### src/hdl/bpc_pkg.sv
// ----------------------------------------------------------------------------
// bpc_pkg
// Shared types and constants of the button press classifier: state and event
// codes, the per-button memory entry and the register map.
// ----------------------------------------------------------------------------
package bpc_pkg;

  // Field widths of the stream items, registers and memory entry
  localparam int unsigned IdxW   = 2;
  localparam int unsigned TimeW  = 32;
  localparam int unsigned CfgW   = 16;
  localparam int unsigned CountW = 2;

  // Per-button state machine
  typedef enum logic [2:0] {
    ST_IDLE     = 3'd0,
    ST_DEBOUNCE = 3'd1,
    ST_PRESSED  = 3'd2,
    ST_SHORT    = 3'd3,
    ST_LONG     = 3'd4,
    ST_LONG_REL = 3'd5,
    ST_SINGLE   = 3'd6,
    ST_DOUBLE   = 3'd7
  } state_e;

  // Event codes reported with each result
  typedef enum logic [2:0] {
    EV_NONE     = 3'd0,
    EV_SINGLE   = 3'd1,
    EV_DOUBLE   = 3'd2,
    EV_LONG     = 3'd3,
    EV_LONG_REL = 3'd4
  } event_e;

  // Register indexes (byte address 4*index)
  typedef enum logic [1:0] {
    REG_DEBOUNCE   = 2'd0,
    REG_LONG_PRESS = 2'd1,
    REG_DOUBLE_GAP = 2'd2
  } reg_idx_e;

  localparam logic [CfgW-1:0] DebounceRst  = 16'd10;
  localparam logic [CfgW-1:0] LongPressRst = 16'd300;
  localparam logic [CfgW-1:0] DoubleGapRst = 16'd20;

  localparam logic [CountW-1:0] CountMax = 2'd3;

  // One memory entry per button; all-zero is the reset value
  typedef struct packed {
    state_e              fsm;
    logic [TimeW-1:0]    state_start;
    logic [TimeW-1:0]    press_start;
    logic [CountW-1:0]   count;
  } entry_t;

endpackage

### src/hdl/button_press_classifier.sv
// A poll is captured in stage 1 and its result loaded into the output register
// when that is free or draining. One poll per cycle unless the output stalls; the
// memory read at acceptance and write-back at stage 1 exit, with forwarding, set the pace.
// Reset clears the pipeline valids, the per-entry valid bits (an entry not yet
// written reads as idle with zero times and count) and reloads the registers.
// The state memory itself is not swept, so no clearing pass follows reset.
// ----------------------------------------------------------------------------
// button_press_classifier
// Debounces polled buttons and classifies single, double and long presses,
// holding each button's state machine in a read-modify-write memory.
// ----------------------------------------------------------------------------
module button_press_classifier #(
  parameter int unsigned NUM_BUTTONS = 3
) (
  input  logic        clk_i,
  input  logic        rst_ni,
  // Poll stream
  input  logic        s_axis_tvalid,
  output logic        s_axis_tready,
  input  logic [39:0] s_axis_tdata,   // button_index[1:0], pin_level[2], time_ms[34:3]
  // Result stream
  output logic        m_axis_tvalid,
  input  logic        m_axis_tready,
  output logic [7:0]  m_axis_tdata,   // button_id[1:0], event_code[4:2], fsm_state[7:5]
  // Register port
  input  logic        psel,
  input  logic        penable,
  input  logic        pwrite,
  input  logic [3:0]  paddr,
  input  logic [31:0] pwdata,
  output logic [31:0] prdata,
  output logic        pready
);
  import bpc_pkg::*;

  localparam int unsigned AW = (NUM_BUTTONS > 1) ? $clog2(NUM_BUTTONS) : 1;

  // --------------------------------------------------------------------------
  // Registers
  // --------------------------------------------------------------------------
  logic [CfgW-1:0] debounce_q, long_press_q, double_gap_q;
  logic            cfg_wr;
  reg_idx_e        cfg_idx;

  assign pready  = 1'b1;
  assign cfg_wr  = psel & penable & pwrite;
  assign cfg_idx = reg_idx_e'(paddr[3:2]);

  // Write a register on the access cycle
  always_ff @(posedge clk_i or negedge rst_ni) begin
    if (!rst_ni) begin
      debounce_q   <= DebounceRst;
      long_press_q <= LongPressRst;
      double_gap_q <= DoubleGapRst;
    end else if (cfg_wr) begin
      case (cfg_idx)
        REG_DEBOUNCE:   debounce_q   <= pwdata[CfgW-1:0];
        REG_LONG_PRESS: long_press_q <= pwdata[CfgW-1:0];
        REG_DOUBLE_GAP: double_gap_q <= pwdata[CfgW-1:0];
        default: ;
      endcase
    end
  end

  // Read back
  always_comb begin
    prdata = '0;
    case (cfg_idx)
      REG_DEBOUNCE:   prdata = {16'b0, debounce_q};
      REG_LONG_PRESS: prdata = {16'b0, long_press_q};
      REG_DOUBLE_GAP: prdata = {16'b0, double_gap_q};
      default:        prdata = '0;
    endcase
  end

  // --------------------------------------------------------------------------
  // Input decode
  // --------------------------------------------------------------------------
  logic [IdxW-1:0]  in_idx;
  logic [AW-1:0]    in_addr;
  logic             in_inr;
  logic             s_accept;

  assign in_idx   = s_axis_tdata[1:0];
  assign in_addr  = AW'(in_idx);
  assign in_inr   = 32'(in_idx) < NUM_BUTTONS;
  assign s_accept = s_axis_tvalid & s_axis_tready;

  // --------------------------------------------------------------------------
  // Stage 1: memory read data and poll fields
  // --------------------------------------------------------------------------
  logic             s1_v_q;
  logic [IdxW-1:0]  s1_idx_q;
  logic             s1_pin_q;
  logic [TimeW-1:0] s1_time_q;
  logic             s1_inr_q;
  logic [AW-1:0]    s1_addr_q;
  entry_t           rd_q;
  logic             rd_vld_q;
  logic             fwd_hit_q;
  entry_t           fwd_q;

  logic             out_v_q;
  logic [7:0]       out_q;
  logic             adv1;

  entry_t           mem_q [NUM_BUTTONS];
  logic [NUM_BUTTONS-1:0] valid_q;

  entry_t           cur;
  entry_t           nxt;
  event_e           ev;
  logic             pressed;
  logic [TimeW-1:0] gap_s, gap_p;

  // Stage 1 moves on when the output register is free or being drained
  assign adv1          = s1_v_q & (~out_v_q | m_axis_tready);
  assign s_axis_tready = ~s1_v_q | adv1;

  // Stage 1 valid
  always_ff @(posedge clk_i or negedge rst_ni) begin
    if (!rst_ni) begin
      s1_v_q <= 1'b0;
    end else if (s_accept) begin
      s1_v_q <= 1'b1;
    end else if (adv1) begin
      s1_v_q <= 1'b0;
    end
  end

  // Capture the poll, read its entry and note a write-back to the same entry
  always_ff @(posedge clk_i) begin
    if (s_accept) begin
      s1_idx_q  <= in_idx;
      s1_pin_q  <= s_axis_tdata[2];
      s1_time_q <= s_axis_tdata[34:3];
      s1_inr_q  <= in_inr;
      s1_addr_q <= in_addr;
      fwd_hit_q <= adv1 & s1_inr_q & in_inr & (s1_addr_q == in_addr);
      fwd_q     <= nxt;
      if (in_inr) begin
        rd_q     <= mem_q[in_addr];
        rd_vld_q <= valid_q[in_addr];
      end else begin
        rd_vld_q <= 1'b0;
      end
    end
  end

  // Write back the updated entry as the poll leaves stage 1
  always_ff @(posedge clk_i) begin
    if (adv1 && s1_inr_q) begin
      mem_q[s1_addr_q] <= nxt;
    end
  end

  // Mark entries as written
  always_ff @(posedge clk_i or negedge rst_ni) begin
    if (!rst_ni) begin
      valid_q <= '0;
    end else if (adv1 && s1_inr_q) begin
      valid_q[s1_addr_q] <= 1'b1;
    end
  end

  // Pick forwarded, stored or reset entry
  always_comb begin
    if (fwd_hit_q) begin
      cur = fwd_q;
    end else if (rd_vld_q) begin
      cur = rd_q;
    end else begin
      cur = '0;
    end
  end

  // --------------------------------------------------------------------------
  // State update
  // --------------------------------------------------------------------------
  assign pressed = ~s1_pin_q;
  assign gap_s   = s1_time_q - cur.state_start;
  assign gap_p   = s1_time_q - cur.press_start;

  always_comb begin
    nxt = cur;
    ev  = EV_NONE;
    case (cur.fsm)
      ST_IDLE: begin
        nxt.count = '0;
        if (pressed) begin
          nxt.fsm         = ST_DEBOUNCE;
          nxt.state_start = s1_time_q;
        end
      end
      ST_DEBOUNCE: begin
        if (gap_s > TimeW'(debounce_q)) begin
          if (pressed) begin
            nxt.fsm         = ST_PRESSED;
            nxt.press_start = s1_time_q;
          end else begin
            nxt.fsm = ST_IDLE;
          end
        end
      end
      ST_PRESSED: begin
        if (!pressed) begin
          if (cur.count != CountMax) begin
            nxt.count = cur.count + 2'd1;
          end
          nxt.fsm         = ST_SHORT;
          nxt.state_start = s1_time_q;
        end else if (gap_p > TimeW'(long_press_q)) begin
          ev      = EV_LONG;
          nxt.fsm = ST_LONG;
        end
      end
      ST_SHORT: begin
        if (pressed && (gap_s > TimeW'(debounce_q))) begin
          nxt.fsm         = ST_DEBOUNCE;
          nxt.state_start = s1_time_q;
        end else if (gap_s > TimeW'(double_gap_q)) begin
          if (cur.count == 2'd1) begin
            nxt.fsm = ST_SINGLE;
          end else if (cur.count > 2'd1) begin
            nxt.fsm = ST_DOUBLE;
          end
        end
      end
      ST_LONG: begin
        if (!pressed) begin
          nxt.fsm = ST_LONG_REL;
        end
      end
      ST_LONG_REL: begin
        ev      = EV_LONG_REL;
        nxt.fsm = ST_IDLE;
      end
      ST_SINGLE: begin
        ev      = EV_SINGLE;
        nxt.fsm = ST_IDLE;
      end
      ST_DOUBLE: begin
        ev      = EV_DOUBLE;
        nxt.fsm = ST_IDLE;
      end
      default: begin
        nxt.fsm = ST_IDLE;
      end
    endcase
  end

  // --------------------------------------------------------------------------
  // Output register
  // --------------------------------------------------------------------------
  always_ff @(posedge clk_i or negedge rst_ni) begin
    if (!rst_ni) begin
      out_v_q <= 1'b0;
    end else if (adv1) begin
      out_v_q <= 1'b1;
    end else if (m_axis_tready) begin
      out_v_q <= 1'b0;
    end
  end

  // Load the result; an out-of-range index reports idle with no event
  always_ff @(posedge clk_i) begin
    if (adv1) begin
      if (s1_inr_q) begin
        out_q <= {nxt.fsm, ev, s1_idx_q};
      end else begin
        out_q <= {ST_IDLE, EV_NONE, s1_idx_q};
      end
    end
  end

  assign m_axis_tvalid = out_v_q;
  assign m_axis_tdata  = out_q;

endmodule

### config.mk
export PLATFORM = sky130hd
export DESIGN_NAME = button_press_classifier
export DESIGN_NICKNAME = d
export VERILOG_FILES = /design/src/hdl/bpc_pkg.sv /design/src/hdl/button_press_classifier.sv
export SDC_FILE = /design/constraint.sdc
export NUM_CORES = 1
export LEC_CHECK = 0
export ABC_AREA = 0
export BUFFER_PORTS_ARGS = -buffer_cell sky130_fd_sc_hd__buf_2
export CAP_MARGIN = 20
export CORE_ASPECT_RATIO = 0.5
export CORE_MARGIN = 2
export CORE_UTILIZATION = 35
export DETAILED_ROUTE_END_ITERATION = 10
export GPL_TIMING_DRIVEN = 1
export SKIP_LAST_GASP = 1
export SLEW_MARGIN = 25
export SYNTH_ARGS = -nofsm -noshare
export SYNTH_HDL_FRONTEND = slang
export SYNTH_SLANG_ARGS = --single-unit
### constraint.sdc
create_clock -name clk_i -period 6.83 [get_ports clk_i]
set_input_delay 0.3415 -clock clk_i [delete_from_list [all_inputs] [get_ports clk_i]]
set_output_delay 0.3415 -clock clk_i [all_outputs]
set_load 0.01 [all_outputs]
==> flow_summary.yaml, run 1 <==
status:
  status: "completed"
grt:
  antenna_found_initial: 0
  globalRoute.totalOverflow: 0
  grt_start_max_net_pins: 101
  first_global_vias: 17900
  gr-usage-all-layers: 0.189
  grt_pass1_wl_um: 107000
clock_tree:
  cts_htree_levels: 2
  post_cts_buffers: 0
  insertion_delay_ns: 0.60
  cts_inserted_buffers: 44
  clk_path_buf_depth: 3
  path_clk_slew_ns: 0.06
  tritoncts: "yes"
  cts.sinks: 444
  cts_root_buffer: "clkbuf_16"
power_and_ir_drop:
  pwr_density_cell_nw_per_um2: 284
  p_leak_nw: 10.8
  sw_frac_of_total: 0.310
  power_frac_clock: 0.320
  combinationalPowerShare: 0.259
  ir_worst_vdd_mv: 0.179
  p_sw_mw: 2.50
  seqPwrFrac: 0.421
  intPower_mw: 5.56
die:
  core-area_um2: 70800
  die_x_um: 382
  rows: 69
  die_area_um2: 73600
  dieHeight_um: 193
  ios: 126
  start_util: 0.353
yosys:
  synthAdderAreaFrac: 0.0511
  synth.mux.area_fraction: 0.0594
  ys_seq_area_frac: 0.524
  yosys_warnings: 0
  avgSynthCellArea_um2: 11.0
  ys_async_sr_fraction: 0.119
  synth.distinct_cells: 87
  synth_top_flop_cell: "edfxtp_1"
  synth_seq_cells: 444
  synth-simple-area-share: 0.114
  synth-edff-count: 391
  synth_xor_area_frac: 0.0172
  synth_top_family_by_area: "compound AO/OA/AOI/OAI gates"
  synth_compound_gate_area_share: 0.192
  syn_inst: 2276
  synth_area_um2: 25000
sta:
  fin_crit_ns: 6.47
  worst_pin_slew_ns: 0.962
  setup_tns_ns: 0
  slew_headroom: 0.356
  finalSetupViolations: 0
  drv_slew: 0
  rsz0062_at_grt: "no"
  finalHoldViolCount: 0
  fmax_mhz: 155
  fin_worst_skew_ns: 0.0179
  timing.hold.ws_ns: 0.0231
  min_period_over_period: 0.947
placement:
  dpl_cell_area_um2: 26400
  hpwl_um: 47600
  io_buffers: 85
  place_congestion: 0.941
cells_and_area:
  syn_to_final_growth_pct: 13.7
  drive_gt1_frac: 0.112
  final_util: 0.401
  fin_nets: 2529
  design_area_um2: 28400
setup_path:
  crit_arrival_ns: 6.82
  reg2reg_to: "mem_q[1][22]"
  worstSetupPathType: "flip-flop to flip-flop"
  r2r_start: "fwd_hit_q"
  worstPathRequired_ns: 7.18
  startpoint_type: "flip-flop"
  crit_fanout: 100
  r2r_setup_slack_ns: 0.36
  reg2regPathDepth: 21
  endpoint_kind: "flip-flop"
routing:
  vias: 18900
  vias_per_cell: 5.65
  drc_errors: 0
  avgRoutedWirePerCell_um: 21.2
  first_iter_violations: 1999
  totalWireLength_um: 71100
  first_pass_iters: 5
  ant_nets: 0
run:
  drv_cap: 0
min_path:
  hp-class: "input pin to flip-flop"
  min-delay-start: "m_axis_tready"
  worstHoldPathCells: 3
  holdPathEnd: "m_axis_tvalid"
[critical path, stage by stage (launching register included)]
cell      delay (ns)
edfxtp_1        0.46
buf_12          0.36
a22o_1          0.31
ha_1            0.23
inv_1           0.07
ha_1            0.18
a31o_2          0.23
maj3_1          0.43
a32oi_1         0.54
or4_1           0.27
and2_1          0.16
xnor2_1         0.28
ha_1            0.36
a21o_1          0.16
a21oi_1         0.16
nor2_1          0.06
a211oi_1        0.22
a21oi_1         0.25
o41ai_4         0.48
nand2b_2        0.24
buf_4           0.32
mux2i_1         0.43
[worst max-delay path by stage]
stage | from | end | slack [ns] | depth (start not counted)
finish | fwd_hit_q | mem_q[1][22] | 0.36 | 21
global route | fwd_hit_q | fwd_q[21] | 0.08 | 21
CTS | fwd_hit_q | mem_q[1][22] | 0.43 | 20
detailed placement | fwd_hit_q | mem_q[0][22] | 0.47 | 20
global placement | fwd_hit_q | mem_q[0][24] | 0.68 | 21
floorplan | m_axis_tvalid | valid_q[2] | 0.11 | 5
[sequential cells by signal, indices dropped and copies added, names as in the netlist, 2 cells and up]
name	cells
double_gap_q	16
long_press_q	16
mem_q	207
rd_q	69
m_axis_tdata	8
s1_addr_q	2
debounce_q	16
valid_q	3
s1_time_q	32
fwd_q	69
[metal layers]
| layer | share of wire | GRT usage | up-vias |
|---|---|---|---|
| met5 | 0 | 0 | - |
| met3 | 0.066 | 0.0307 | 105 |
| met1 | 0.45 | 0.259 | 9367 |
| met2 | 0.45 | 0.304 | 637 |
| met4 | 0.027 | 0.0647 | 0 |
| li1 | - | - | 8813 |
[cells by family (layout without fill, tap and decap cells)]
group,after synthesis,count (layout)
AOI/OAI and AO/OA,723,723
buffers and inverters,255,355
adders and majority gates,105,105
DFF,444,444
xor gates and xnor gates,49,49
muxes,145,145
other,2,18
and+or+nand+nor,553,553
[synth_stat cells (17+ instances only)]
library cell | count | area [um2]
a21o_1 | 44 | 330
a21oi_1 | 115 | 576
a221o_1 | 20 | 200
a22oi_1 | 72 | 541
a31oi_1 | 22 | 138
and2_1 | 17 | 106
and3b_1 | 26 | 228
buf_4 | 27 | 203
clkbuf_1 | 117 | 439
dfrtp_1 | 45 | 1130
edfxtp_1 | 391 | 11700
ha_1 | 90 | 1130
inv_1 | 95 | 357
mux2_2 | 23 | 259
mux2i_1 | 120 | 1200
nand2_1 | 245 | 920
nand2b_1 | 18 | 113
nand3_1 | 21 | 105
nand3b_1 | 24 | 180
nand4_1 | 26 | 163
nor2_1 | 55 | 206
nor2b_1 | 18 | 113
nor3_1 | 24 | 120
o21a_1 | 30 | 225
o21ai_0 | 239 | 1200
xnor2_1 | 33 | 289
[power by group through the flow]
stage               registers, mW  clock network (mW)  logic [mW]
finish                       3.39                2.58        2.08
floorplan                    3.41                   0        1.41
detailed placement           3.45                   0        2.03
global placement             3.44                   0        1.99
global route                 3.41                2.74        2.29
CTS                          3.39                2.63        2.06
[layout make-up]
cell class,count,area (um2)
diodes,1,2.50
well taps,958,1200
inverters,95,357
repair buffers,179,1310
multi-input cells,1592,10900
flip-flops and latches,444,13100
clock buffers,51,1150
clock inverters,30,358
fillers,6790,42400
[metrics by stage]
stage | setup slack (ns) | power [mW] | std cells
final | 0.361 | 8.05 | 3350
after detailed placement | 0.466 | 5.47 | 3217
after CTS | 0.432 | 8.08 | 3349
after global placement | 0.681 | 5.43 | 3217
after floorplan | 0.110 | 4.82 | 2291
after global routing | 0.0799 | 8.44 | 3349
[layout by cell type (no fill, tap or decap), types with 21 or more instances in the layout]
master         Yosys  routed
a21oi_1          115     115
buf_2              8      83
xnor2_1           33      33
nand4_1           26      26
inv_1             95      95
dlygate4sd3_1      0      51
buf_4             27      41
mux2_2            23      23
o21a_1            30      30
a31oi_1           22      22
clkbuf_16          0      45
dfrtp_1           45      45
mux2i_1          120     120
a21o_1            44      44
and3b_1           26      26
nor3_1            24      21
nand2_1          245     244
o21ai_0          239     239
nor2_1            55      55
edfxtp_1         391     391
nand3_1           21      21
a22oi_1           72      71
ha_1              90      90
nand3b_1          24      24
[repair_timing]
action | 4_1_cts | 5_1_grt
hold endpoints to repair | 123 | 0
setup endpoints to repair | 0 | 17
hold buffers | 51 | 0
resized for setup | 0 | 1
Power figures use the tool's default switching activity.
==> inputs of run 2 (changes only) <==
--- a/config.mk
+++ b/config.mk
@@ -13,6 +13,7 @@
 export CORE_UTILIZATION = 35
 export DETAILED_ROUTE_END_ITERATION = 10
 export GPL_TIMING_DRIVEN = 1
+export RECOVER_POWER = 50
 export SKIP_LAST_GASP = 1
 export SLEW_MARGIN = 25
 export SYNTH_ARGS = -nofsm -noshare
==> flow_summary.yaml, run 2 (synthesis gave the netlist of run 1 again) <==
power_and_ir_drop:
  p_leak_nw: 10.6
  power_frac_clock: 0.321
  sw_frac_of_total: 0.310
  ir_worst_vdd_mv: 0.178
  combinationalPowerShare: 0.258
  intPower_mw: 5.56
  p_sw_mw: 2.50
  power_mw: 8.06
  seqPwrFrac: 0.421
  pwr_density_cell_nw_per_um2: 285
grt:
  grt_start_max_net_pins: 101
  globalRoute.totalOverflow: 0
  grt_pass1_wl_um: 107000
  antenna_found_initial: 0
  gr-usage-all-layers: 0.189
  first_global_vias: 17900
routing:
  drc_errors: 0
  first_pass_iters: 6
  avgRoutedWirePerCell_um: 21.3
  vias: 18900
  ant_nets: 0
  totalWireLength_um: 71200
  vias_per_cell: 5.63
  first_iter_violations: 1936
placement:
  io_buffers: 85
  place_inst: 3217
  place_congestion: 0.941
  place_ws_ns: 0.466
  hpwl_um: 47600
  dpl_cell_area_um2: 26400
setup_path:
  startpoint: "fwd_hit_q"
  path_depth: 21
  reg2reg_to: "mem_q[1][22]"
  crit_arrival_ns: 6.82
  r2r_setup_slack_ns: 0.36
  startpoint_type: "flip-flop"
  crit_family: "compound AO/OA/AOI/OAI gates"
  slowest_delay_ns: 0.54
  crit_fanout: 100
  crit_chain: "buf_12 > a22o_1 > ha_1 > inv_1 > ha_1 > a31o_2 > maj3_1 > a32oi_1 > or4_1 > and2_1 > xnor2_1 > ha_1 > a21o_1 > a21oi_1 > nor2_1 > a211oi_1 > a21oi_1 > o41ai_4 > nand2b_2 > buf_4 > mux2i_1"
  endpoint_kind: "flip-flop"
  worstSetupPathType: "flip-flop to flip-flop"
  path_common_cell: "ha_1"
  cp_slowest_cell: "a32oi_1"
  cp-endpoint: "mem_q[1][22]"
  crit_buf_inv: 3
  reg2regPathDepth: 21
  r2r_start: "fwd_hit_q"
  worstPathRequired_ns: 7.18
clock_tree:
  cts_htree_levels: 2
  cts_root_buffer: "clkbuf_16"
  tritoncts: "yes"
  clk_path_buf_depth: 3
  insertion_delay_ns: 0.60
  cts.sinks: 444
  path_clk_slew_ns: 0.06
  cts_inserted_buffers: 44
cells_and_area:
  largest_reg_flops: 207
  top_register: "mem_q"
  fin_nets: 2529
  syn_to_final_growth_pct: 13.3
  final_cell_mix: "391 x edfxtp_1, 244 x nand2_1, 239 x o21ai_0"
  final_common_cell: "edfxtp_1"
  final_util: 0.400
  final_cells: 3349
  drive_gt1_frac: 0.0928
  design_area_um2: 28300
  reg_top3: "mem_q (207), fwd_q (69), rd_q (69)"
  fill_cells: 6823
  diodes: 0
sta:
  fin_crit_ns: 6.47
  setup_ws_ns: 0.357
  fin_worst_skew_ns: 0.0194
  fmax_mhz: 154
  worst_pin_slew_ns: 3.98
  slew_headroom: -1.65
  drv_slew: 461
  rsz0062_at_grt: "no"
  min_period_over_period: 0.948
  finalHoldViolCount: 0
  finalSetupViolations: 0
  setup_tns_ns: 0
  timing.hold.ws_ns: 0.0296
min_path:
  hp-class: "input pin to flip-flop"
die:
  die_area_um2: 73600
  rows: 69
  die_x_um: 382
  ios: 126
  start_util: 0.353
  core-area_um2: 70800
  dieHeight_um: 193
status:
  status: "finished, violations left"
  violations: "max-capacitance violations, max-slew violations"
run:
  drv_cap: 11
[run 2: layout make-up]
type                            count  area (um2)  share of cell area
Clock buffer                       51        1150              0.0406
Tap cell                          958        1200              0.0424
Timing Repair Buffer              179        1240              0.0439
Multi-Input combinational cell   1592       10900               0.386
Inverter                           95         357              0.0126
Sequential cell                   444       13100               0.462
Clock inverter                     30         358              0.0126
[run 2: power by group through the flow]
stage | Clock, mW | Sequential (mW) | Combinational [mW]
2_1_floorplan | 0 | 3.41 | 1.41
3_3_place_gp | 0 | 3.44 | 1.99
3_5_place_dp | 0 | 3.45 | 2.03
4_1_cts | 2.63 | 3.39 | 2.06
5_1_grt | 2.74 | 3.42 | 2.29
6_report | 2.58 | 3.40 | 2.08
[run 2: worst min-delay path, delay by kind of cell]
| kind | cells | cell delay, ns |
|---|---|---|
| buf+inv | 1 | 0.08 |
| simple gates | 2 | 0.16 |
[run 2: metal layers]
layer	routed length [um]	vias to the layer above	track usage
met5	0	-	0
met4	1940	0	0.0647
met3	4920	112	0.0307
met2	32200	648	0.304
met1	32100	9277	0.259
li1	-	8817	-
[run 2: timing repair]
action,CTS,global route
setup buffers,0,0
setup endpoints to repair,0,17
gates resized for setup,0,1
hold buffers,51,0
hold endpoints to repair,123,0
[run 2: how the worst min path moves through the flow]
stage	from	to	cells past startpoint
after global placement	valid_q[2]	valid_q[2]	1
after global routing	m_axis_tready	m_axis_tvalid	3
after CTS	m_axis_tready	m_axis_tvalid	3
final	m_axis_tready	m_axis_tvalid	3
after floorplan	rst_ni	debounce_q[0]	0
after detailed placement	valid_q[1]	valid_q[1]	1
==> inputs of run 3 (changes only) <==
--- a/config.mk
+++ b/config.mk
@@ -10,9 +10,11 @@
 export CAP_MARGIN = 20
 export CORE_ASPECT_RATIO = 0.5
 export CORE_MARGIN = 2
-export CORE_UTILIZATION = 35
+export CORE_UTILIZATION = 52
 export DETAILED_ROUTE_END_ITERATION = 10
 export GPL_TIMING_DRIVEN = 1
+export HOLD_SLACK_MARGIN = 0.1
+export PLACE_DENSITY = 0.72
 export RECOVER_POWER = 50
 export SKIP_LAST_GASP = 1
 export SLEW_MARGIN = 25
==> flow_summary.yaml, run 3 (synthesis gave the netlist of run 1 again) <==
cells_and_area:
  final_util: 0.590
  final_cell_mix: "391 x edfxtp_1, 244 x nand2_1, 239 x o21ai_0"
  drive_gt1_frac: 0.0944
  diodes: 0
  final_cells: 3031
  syn_to_final_growth_pct: 11.4
  largest_reg_flops: 207
  final_common_cell: "edfxtp_1"
  reg_top3: "mem_q (207), fwd_q (69), rd_q (69)"
  top_register: "mem_q"
  fill_cells: 3814
  fin_nets: 2533
die:
  die_x_um: 314
  ios: 126
  core-area_um2: 47200
  die_area_um2: 49900
  start_util: 0.530
  rows: 56
  dieHeight_um: 159
min_path:
  hp-class: "flip-flop to flip-flop"
  worstHoldPathCells: 1
setup_path:
  crit_buf_inv: 3
  path_common_cell: "ha_1"
  path_depth: 20
  cp_slowest_cell: "edfxtp_1"
  slowest_delay_ns: 0.51
  startpoint_type: "flip-flop"
  worstPathRequired_ns: 7.14
  crit_arrival_ns: 6.72
  crit_family: "compound AO/OA/AOI/OAI gates"
  crit_chain: "buf_4 > a22o_1 > ha_1 > inv_1 > a31oi_1 > o31ai_1 > o2111a_1 > o21ai_1 > a211o_1 > a21boi_0 > xor2_1 > ha_1 > nand4_1 > nor2_1 > a211oi_1 > a21oi_1 > o41ai_4 > nand2b_2 > buf_12 > mux2i_1"
  reg2regPathDepth: 20
  worstSetupPathType: "flip-flop to flip-flop"
  endpoint_kind: "flip-flop"
  crit_fanout: 31
sta:
  rsz0062_at_grt: "no"
  min_period_over_period: 0.938
  fin_crit_ns: 6.41
  fin_worst_skew_ns: 0.0193
  drv_slew: 491
  fmax_mhz: 156
  setup_ws_ns: 0.423
  finalSetupViolations: 0
  setup_tns_ns: 0
  worst_pin_slew_ns: 3.79
  slew_headroom: -1.53
  finalHoldViolCount: 0
placement:
  io_buffers: 85
  hpwl_um: 44400
  place_inst: 2903
  place_ws_ns: 0.506
  place_congestion: 1.01
clock_tree:
  post_cts_buffers: 0
  insertion_delay_ns: 0.56
  cts_root_buffer: "clkbuf_16"
  cts_htree_levels: 2
  clk_path_buf_depth: 3
  cts.sinks: 444
  tritoncts: "yes"
  path_clk_slew_ns: 0.06
  hold_buffers: 52
  cts_inserted_buffers: 41
  cts_resized: 0
power_and_ir_drop:
  ir_worst_vdd_mv: 0.173
  power_mw: 7.87
  pwr_density_cell_nw_per_um2: 283
  p_leak_nw: 10.6
grt:
  antenna_found_initial: 0
  grt_pass1_wl_um: 104000
  globalRoute.totalOverflow: 0
  gr-usage-all-layers: 0.265
  first_global_vias: 18000
  grt_start_max_net_pins: 87
run:
  drv_cap: 11
routing:
  totalWireLength_um: 67500
  avgRoutedWirePerCell_um: 22.3
  vias_per_cell: 6.31
  first_pass_iters: 8
  first_iter_violations: 2133
  ant_nets: 0
  drc_errors: 0
  vias: 19100
status:
  violations: "max-capacitance violations, max-slew violations"
  status: "finished, violations left"
run 3: layout make-up:
class                           count  area (um2)  share of cell area
Clock buffer                       48        1100              0.0397
Clock inverter                     28         289              0.0104
Inverter                           95         357              0.0128
Multi-Input combinational cell   1592       10900               0.392
Sequential cell                   444       13100               0.470
Tap cell                          638         798              0.0287
Timing Repair Buffer              186        1280              0.0462
run 3: metrics by stage:
| stage | hold slack, ns | instance area (um2) |
|---|---|---|
| 3_5_place_dp | 0.453 | 26000 |
| 6_report | 0.469 | 27800 |
| 4_1_cts | 0.401 | 27900 |
| 2_1_floorplan | 0.0459 | 25000 |
| 5_1_grt | 0.474 | 27800 |
| 3_3_place_gp | 0.455 | 26000 |
run 3: final timing paths:
path | startpoint | slack, ns | to
max | fwd_hit_q | 0.42 | fwd_q[22]
min | valid_q[1] | 0.47 | valid_q[1]
max reg2reg | fwd_hit_q | 0.42 | fwd_q[22]
min reg2reg | valid_q[1] | 0.47 | valid_q[1]
max in group asynchronous | rst_ni | 3.77 | double_gap_q[11]
min in group asynchronous | rst_ni | 1.36 | s1_v_q
run 3: metal layers:
| metal | track usage | vias up | part of all wire |
|---|---|---|---|
| li1 | - | 8818 | - |
| met1 | 0.382 | 9316 | 0.44 |
| met2 | 0.414 | 892 | 0.45 |
| met3 | 0.0580 | 105 | 0.090 |
| met4 | 0.0539 | 0 | 0.017 |
| met5 | 0 | - | 0 |
run 3: worst reg2reg max path: stages, from the launching register on:
cell      delay [ns]
edfxtp_1        0.51
buf_4           0.28
a22o_1          0.30
ha_1            0.24
inv_1           0.09
a31oi_1         0.10
o31ai_1         0.37
o2111a_1        0.30
o21ai_1         0.09
a211o_1         0.39
a21boi_0        0.41
xor2_1          0.50
ha_1            0.35
nand4_1         0.14
nor2_1          0.07
a211oi_1        0.22
a21oi_1         0.26
o41ai_4         0.43
nand2b_2        0.44
buf_12          0.24
mux2i_1         0.43
run 3: where the power goes:
group          internal (mW)  switching (mW)  total [mW]
Clock                   1.36            1.04        2.40
Sequential              3.28           0.118        3.39
Combinational          0.771            1.31        2.08
Total                   5.41            2.46        7.87
